--- src/hw/rtl/assert_macros.svh ---
// Assertion helpers used by the RTL files.
`ifndef ASSERT_MACROS_SVH
`define ASSERT_MACROS_SVH

// Check a property on every clock edge outside of reset.
`define ASSERT_CLK(lbl, clk, rst_n, prop, msg) \
	lbl: assert property (@(posedge clk) disable iff (!rst_n) prop) else $error(msg);

// Check a property on every clock edge, reset included.
`define ASSERT_CLK_ALWAYS(lbl, clk, prop, msg) \
	lbl: assert property (@(posedge clk) prop) else $error(msg);

`endif

--- src/hw/rtl/oea_pkg.sv ---
`timescale 1ns / 1ps

package oea_pkg;

	// Addressing modes
	localparam logic [1:0] MODE_IMM = 2'd0;
	localparam logic [1:0] MODE_DIR = 2'd1;
	localparam logic [1:0] MODE_EXT = 2'd2;
	localparam logic [1:0] MODE_IDX = 2'd3;

	// Base register select, postbyte bits 6..5
	localparam logic [1:0] BASE_X = 2'd0;
	localparam logic [1:0] BASE_Y = 2'd1;
	localparam logic [1:0] BASE_U = 2'd2;
	localparam logic [1:0] BASE_S = 2'd3;

	// Offset kind, postbyte low nibble when bit 7 is set
	localparam logic [3:0] NIB_ZERO = 4'h4;
	localparam logic [3:0] NIB_B    = 4'h5;
	localparam logic [3:0] NIB_A    = 4'h6;
	localparam logic [3:0] NIB_OFF8 = 4'h8;
	localparam logic [3:0] NIB_OFF16 = 4'h9;
	localparam logic [3:0] NIB_D    = 4'hB;

	// Extended indirect postbyte
	localparam logic [7:0] PB_EXT_IND = 8'h9F;

	// Cycle costs
	localparam logic [2:0] CYC_IND     = 3'd3;
	localparam logic [2:0] CYC_EXT_IND = 3'd5;

	typedef struct packed {
		logic [1:0]  req_type;
		logic        operand_is_word;
		logic [15:0] pc;
		logic [7:0]  direct_page;
		logic [7:0]  operand_byte0;
		logic [7:0]  operand_byte1;
		logic [7:0]  operand_byte2;
		logic [15:0] index_x;
		logic [15:0] index_y;
		logic [15:0] user_sp;
		logic [15:0] system_sp;
		logic [15:0] acc_d;
	} oea_req_t;

	typedef struct packed {
		logic [15:0] eff_address;
		logic        indirect;
		logic [15:0] next_pc;
		logic [2:0]  extra_cycles;
		logic        unsupported;
	} oea_rsp_t;

endpackage

--- src/hw/rtl/oea_decode.sv ---
`timescale 1ns / 1ps

module oea_decode (
	input  oea_pkg::oea_req_t req,
	output oea_pkg::oea_rsp_t rsp
);
	import oea_pkg::*;

	logic [15:0] base;
	logic [15:0] offset;
	logic [2:0]  cyc;
	logic        ok;
	logic [15:0] pc_p1;

	assign pc_p1 = req.pc + 16'd1;

	// Pick the index base register
	always_comb begin
		case (req.operand_byte0[6:5])
			BASE_X:  base = req.index_x;
			BASE_Y:  base = req.index_y;
			BASE_U:  base = req.user_sp;
			BASE_S:  base = req.system_sp;
			default: base = req.index_x;
		endcase
	end

	// Decode the indexed offset and its cost
	always_comb begin
		offset = 16'd0;
		cyc    = 3'd0;
		ok     = 1'b1;
		case (req.operand_byte0[3:0])
			NIB_ZERO: begin
				offset = 16'd0;
				cyc    = 3'd0;
			end
			NIB_OFF8: begin
				offset = {{8{req.operand_byte1[7]}}, req.operand_byte1};
				cyc    = 3'd1;
			end
			NIB_OFF16: begin
				offset = {req.operand_byte1, req.operand_byte2};
				cyc    = 3'd4;
			end
			NIB_A: begin
				offset = {{8{req.acc_d[15]}}, req.acc_d[15:8]};
				cyc    = 3'd1;
			end
			NIB_B: begin
				offset = {{8{req.acc_d[7]}}, req.acc_d[7:0]};
				cyc    = 3'd1;
			end
			NIB_D: begin
				offset = req.acc_d;
				cyc    = 3'd4;
			end
			default: ok = 1'b0;
		endcase
	end

	// Form the result for each addressing mode
	always_comb begin
		rsp = '0;
		rsp.next_pc = req.pc;
		case (req.req_type)
			MODE_IMM: begin
				rsp.eff_address = req.pc;
				rsp.next_pc     = pc_p1 + {15'd0, req.operand_is_word};
			end
			MODE_DIR: begin
				rsp.eff_address = {req.direct_page, req.operand_byte0};
				rsp.next_pc     = pc_p1;
			end
			MODE_EXT: begin
				rsp.eff_address = {req.operand_byte0, req.operand_byte1};
				rsp.next_pc     = req.pc + 16'd2;
			end
			MODE_IDX: begin
				if (!req.operand_byte0[7]) begin
					// Five-bit signed constant offset
					rsp.eff_address = base + {{11{req.operand_byte0[4]}},
						req.operand_byte0[4:0]};
					rsp.extra_cycles = 3'd1;
					rsp.next_pc      = pc_p1;
				end else if (req.operand_byte0 == PB_EXT_IND) begin
					rsp.unsupported  = 1'b1;
					rsp.extra_cycles = CYC_EXT_IND;
				end else if (ok) begin
					rsp.eff_address  = base + offset;
					rsp.indirect     = req.operand_byte0[4];
					rsp.extra_cycles = req.operand_byte0[4] ? cyc + CYC_IND : cyc;
					case (req.operand_byte0[3:0])
						NIB_OFF8:  rsp.next_pc = req.pc + 16'd2;
						NIB_OFF16: rsp.next_pc = req.pc + 16'd3;
						default:   rsp.next_pc = pc_p1;
					endcase
				end else begin
					// Auto increment/decrement, PC relative and undefined forms
					rsp.unsupported = 1'b1;
				end
			end
			default: rsp = '0;
		endcase
	end

endmodule

--- src/hw/rtl/operand_effective_address.sv ---
`timescale 1ns / 1ps
`include "assert_macros.svh"

// Operand effective address unit: one instruction's addressing request in, one
// result (address, indirect flag, next PC, extra cycles, unsupported flag) out.
// A transaction is registered on entry, decoded by a single combinational pass
// and registered again on exit; its result is presented from the result
// register. A new request can be taken every cycle while results drain.
// While a finished result waits for the consumer, one more request is taken into
// the input register; after that the request side stalls until the result leaves.
// Indexed indirect forms return the pointer location with indirect set; the pointer
// itself is not fetched, and extended indirect is reported as unsupported.

module operand_effective_address (
	input  logic        clk,
	input  logic        arst_n,
	// Request channel
	input  logic        req_valid,
	output logic        req_ready,
	input  logic [1:0]  req_type,
	input  logic        operand_is_word,
	input  logic [15:0] pc,
	input  logic [7:0]  direct_page,
	input  logic [7:0]  operand_byte0,
	input  logic [7:0]  operand_byte1,
	input  logic [7:0]  operand_byte2,
	input  logic [15:0] index_x,
	input  logic [15:0] index_y,
	input  logic [15:0] user_sp,
	input  logic [15:0] system_sp,
	input  logic [15:0] acc_d,
	// Result channel
	output logic        rsp_valid,
	input  logic        rsp_ready,
	output logic [15:0] eff_address,
	output logic        indirect,
	output logic [15:0] next_pc,
	output logic [2:0]  extra_cycles,
	output logic        unsupported
);
	import oea_pkg::*;

	oea_req_t req_in;
	oea_req_t req_s1;
	oea_rsp_t rsp_dec;
	oea_rsp_t rsp_s2;
	logic     valid_s1;
	logic     valid_s2;
	logic     adv_s1;
	logic     load_s1;

	// Gather the request fields
	assign req_in = '{
		req_type:        req_type,
		operand_is_word: operand_is_word,
		pc:              pc,
		direct_page:     direct_page,
		operand_byte0:   operand_byte0,
		operand_byte1:   operand_byte1,
		operand_byte2:   operand_byte2,
		index_x:         index_x,
		index_y:         index_y,
		user_sp:         user_sp,
		system_sp:       system_sp,
		acc_d:           acc_d
	};

	// Advance when the output register is free or being drained
	assign adv_s1    = !valid_s2 || rsp_ready;
	assign req_ready = !valid_s1 || adv_s1;
	assign load_s1   = req_valid && req_ready;

	// Input register
	always_ff @(posedge clk or negedge arst_n) begin
		if (!arst_n) begin
			valid_s1 <= 1'b0;
		end else if (req_ready) begin
			valid_s1 <= req_valid;
		end
	end

	always_ff @(posedge clk) begin
		if (load_s1) begin
			req_s1 <= req_in;
		end
	end

	oea_decode u_decode (
		.req (req_s1),
		.rsp (rsp_dec)
	);

	// Result register
	always_ff @(posedge clk or negedge arst_n) begin
		if (!arst_n) begin
			valid_s2 <= 1'b0;
		end else if (adv_s1) begin
			valid_s2 <= valid_s1;
		end
	end

	always_ff @(posedge clk) begin
		if (adv_s1 && valid_s1) begin
			rsp_s2 <= rsp_dec;
		end
	end

	assign rsp_valid    = valid_s2;
	assign eff_address  = rsp_s2.eff_address;
	assign indirect     = rsp_s2.indirect;
	assign next_pc      = rsp_s2.next_pc;
	assign extra_cycles = rsp_s2.extra_cycles;
	assign unsupported  = rsp_s2.unsupported;

	// Assertions
	`ASSERT_CLK(a_unsup_zero, clk, arst_n, rsp_valid && unsupported |-> eff_address == 16'd0 && !indirect, "unsupported result with nonzero address or indirect set")
	`ASSERT_CLK(a_ind_cost, clk, arst_n, rsp_valid && indirect |-> extra_cycles >= CYC_IND && !unsupported, "indirect result without indirection cost")
	`ASSERT_CLK(a_s1_moves, clk, arst_n, valid_s1 && adv_s1 |=> valid_s2, "decoded transaction dropped between stages")
	`ASSERT_CLK_ALWAYS(a_stall_full, clk, !req_ready |-> valid_s1 && valid_s2 && !rsp_ready, "request stalled while pipeline has room")

endmodule
--- config.mk ---
export PLATFORM = sky130hd
export DESIGN_NAME = operand_effective_address
export DESIGN_NICKNAME = d
export VERILOG_FILES = /design/src/hw/rtl/oea_pkg.sv /design/src/hw/rtl/oea_decode.sv /design/src/hw/rtl/operand_effective_address.sv
export VERILOG_INCLUDE_DIRS = /design/src /design/src/hw/rtl
export SDC_FILE = /design/constraint.sdc
export NUM_CORES = 1
export LEC_CHECK = 0
export BUFFER_PORTS_ARGS = -buffer_cell sky130_fd_sc_hd__buf_2
export CAP_MARGIN = 0
export CORE_ASPECT_RATIO = 1.75
export CORE_UTILIZATION = 51
export CTS_CLUSTER_SIZE = 40
export DETAILED_ROUTE_END_ITERATION = 10
export PLACE_DENSITY = 0.77
export SETUP_SLACK_MARGIN = 0.02
export SLEW_MARGIN = 10
export SYNTH_ARGS = -nofsm -noshare
export SYNTH_HDL_FRONTEND = slang
export SYNTH_SLANG_ARGS = --single-unit
--- constraint.sdc ---
create_clock -name clk -period 4.35 [get_ports clk]
set_input_delay 0.87 -clock clk [delete_from_list [all_inputs] [get_ports clk]]
set_output_delay 0.87 -clock clk [all_outputs]
set_load 0.05 [all_outputs]
==> summary.txt <==
Logic synthesis
  • Most frequent cell after synthesis: edfxtp_1
  • Synth area leaders: edfxtp_1, mux4_2, ha_1
  • Post-synthesis sequential area ratio: 0.5197
  • Post-synth EDFFs: 168
  • Synth top cells by count: edfxtp_1, nand2_1, o21ai_0
  • Post-synth cell types: between 70 and 80
  • Main synth FF type: edfxtp_1
  • Synthesized cell area: 0.009803 sq mm
  • Mapped Cells: 847
  • Synth Register Bits: 170
  • Syn Area/Cell: 11.57 sq um
  • Synth async-reset ratio: 0.01176
  • Ys Warns: 0
  • Syn nets: 1,021
  • Share of the synthesized area in the top cell type: 0.5146
  • Area leader, netlist: edfxtp_1

Worst setup path
  • Worst path top cell family by delay: compound AO/OA/AOI/OAI gates
  • CP max stage delay: approximately 440 ps
  • Worst-path cell chain: nand2b_1 -> nor3_2 -> a222oi_1 -> nand2_1 -> ha_1 -> inv_1 -> fa_1 -> nor2b_1 -> o31a_1 -> o211ai_1 -> a21oi_1 -> nor3_1 -> o31ai_1 -> xor2_1 -> a221o_1
  • Req. time, crit path: 4530 ps
  • CP max stage cell: edfxtp_1
  • Worst setup path class: reg -> reg
  • CP max FO: 8
  • Crit path capture type: register
  • Buf/Inv on CP: 1
  • Crit path DAT: approximately 4200 ps
  • Critical path launch point type: register

STA
  • Period utilization: 0.9136
  • Rel. slew slack: 0.1713
  • Final setup vio count: 0
  • RSZ-0062 raised after global routing: false
  • Count of final hold-check violations: 0
  • Setup TNS: 0 ps
  • Worst Skew: around 14 ps
  • Pins Over Slew Limit: 0
  • Slew @ Worst Pin: between 1000 and 1500 ps
  • Fmax: 251.6 MHz
  • Minimum clock period: 3974 ps

Power and ir drop
  • Worst VDD drop: 0.3562 mV
  • Power Dens Cells: 392.1 mW/mm^2
  • Clock share of power: 0.331
  • Sequential Power Share: 0.449
  • Switching Power: approximately 1.3 mW
  • LEAKAGE: 4.410 nW
  • Pwr Total: 4.545 mW
  • Pint: 3.229 mW
  • Share of total power in combinational logic: 0.219
  • Sw frac: 0.2896

Clock network
  • Post-CTS sizing: 0
  • Post-CTS Setup Inserts: 0
  • CTS Root Buffer Type: clkbuf_16
  • Clk slew on worst S/H paths: 60 ps
  • Worst-skew pair later-pin latency: between 400 and 500 ps
  • Clk buf depth: 2
  • CTS tree: yes
  • Num Clock Sinks: 170
  • Post-CTS Hold Fix Bufs: 0
  • H-tree levels: 4
  • Cts bufs inserted: 17

Worst hold path
  • Hold Path Class: in -> async

Floorplanning
  • Row count: 66
  • Starting density of the core: 0.5230
  • Die width: 106.8 microns
  • IO Pins: 174
  • Chip Height: 185.4 microns
  • Placeable Area: 0.01875 sq mm
  • Die footprint: 0.01980 sq mm

Finish
  • Area delta synth->final: 18.24%
  • Fillcell total: 1,491
  • Layout cells sized above 1: 0.2695
  • Nets: between 1k and 1.5k
  • Fin util: 0.6183
  • Final instance area: 0.01159 sq mm

GRT
  • Global-route wire length before repair: 42,620 microns
  • Total track usage: 0.2963
  • Largest net degree at the start of global routing: 63
  • Congestion Overflow GR: 0
  • Vias in the first global route: 7,962
  • Initial antenna violation count: 1

Drt
  • # DRC: 0
  • Via-to-Cell Ratio: 6.246
  • Iter 0 DRT Violations: 714
  • Final WL: 28,190 microns
  • DRT Pass-1 Iters: 6
  • Drt wl/cell: roughly 22 microns
  • Post-DRT Antenna Nets: 0
  • Via count: just under 8k

Outcome
  • Outcome: complete, no violations

Flow run
  • Max cap viols: 0

Placement
  • Placer Congestion: approximately 0.97
  • IO buf count: 173
  • HPWL Detailed: 21,420 microns
  • Instance area at placement: between 0.01 and 0.015 sq mm
## registers in the layout (all words and copies together) (netlist names)
signal        count
eff_address      16
rsp_valid         1
unsupported       1
valid_s1          1
indirect          1
next_pc          16
extra_cycles      3
req_s1          131
## area by class of cell
type	instances	area [sq um]	area share
timing repair buffer	206	1126	0.09715
inverter	21	78.83	0.006801
antenna	1	2.502	0.0002159
multi-input combinational	600	4409	0.3804
tap	238	297.8	0.02569
sequential	170	5095	0.4396
clock buffer	20	436.7	0.03767
clock inverter	11	145.1	0.01252
## power groups by stage
stage               sequential [mW]  combinational [mW]  clock, mW
finish                         2.04               0.997       1.50
floorplan                      2.15               0.588          0
CTS                            2.04               0.986       1.55
global route                   2.05                1.07       1.59
global placement               2.07               0.970          0
detailed placement             2.07               0.981          0
## metal layers
| metal | share of wire | GRT usage | up-vias |
|---|---|---|---|
| li1 | - | - | 3637 |
| met1 | 0.32 | 0.2817 | 3732 |
| met2 | 0.54 | 0.5326 | 410 |
| met3 | 0.056 | 0.05278 | 135 |
| met4 | 0.090 | 0.2696 | 0 |
| met5 | 0 | 0 | - |
## metrics by stage
stage / instances / setup WS (ps) / hold slack [ps]
5_1_grt: 1267 / 122.2 / 192.2
4_1_cts: 1266 / 486.3 / 175.6
3_3_place_gp: 1235 / 555.8 / 465.7
6_report: 1267 / 376.0 / 203.7
3_5_place_dp: 1235 / 523.8 / 466.1
2_1_floorplan: 847 / 193.2 / 449.0
## path summary, 6_finish.rpt
kind / start / to / slack, ps / cells after the start
setup reg to reg: req_s1[98] / eff_address[14] / 380 / 15
hold / removal: arst_n / valid_s1 / 200 / 1
hold reg to reg: valid_s1 / rsp_valid / 490 / 1
setup / recovery: req_s1[98] / eff_address[14] / 380 / 15
max in group asynchronous: arst_n / rsp_valid / 4050 / 1
min in group clk: valid_s1 / rsp_valid / 490 / 1
## layout by cell type, fill, tap and decap left out, drive strengths merged, types with 4 or more instances in the layout
| master | count |
|---|---|
| mux4 | 25 |
| a221oi | 8 |
| a31oi | 14 |
| xor2 | 28 |
| edfxtp | 168 |
| or4 | 4 |
| o22ai | 21 |
| or2 | 4 |
| nor2b | 5 |
| nand3 | 20 |
| and2 | 7 |
| clkbuf | 20 |
| xnor2 | 33 |
| buf | 206 |
| inv | 23 |
| a21oi | 51 |
| nor4 | 10 |
| ha | 37 |
| a222oi | 6 |
| o211ai | 7 |
| a311oi | 4 |
| mux2 | 6 |
| o21ai | 55 |
| nand2b | 16 |
| o21bai | 6 |
| nor3 | 22 |
| clkinv | 5 |
| nor2 | 49 |
| a22oi | 6 |
| nand2 | 70 |
| or3 | 5 |
| a21o | 4 |
| a221o | 9 |
| nand4 | 8 |
| a211oi | 6 |
| and3 | 5 |
## cells by family (layout without fill, tap and decap cells)
kind of cell | count (synthesis) | in the layout | synth area share
and+or+nand+nor | 235 | 235 | 0.1204
AOI/OAI and AO/OA | 232 | 232 | 0.1565
DFF | 170 | 170 | 0.5197
buffers and inverters | 77 | 258 | 0.03127
xor gates and xnor gates | 61 | 61 | 0.05450
adders and majority gates | 39 | 39 | 0.05131
muxes | 33 | 33 | 0.06637
other | 0 | 1 | 0
Power figures use the tool's default switching activity.
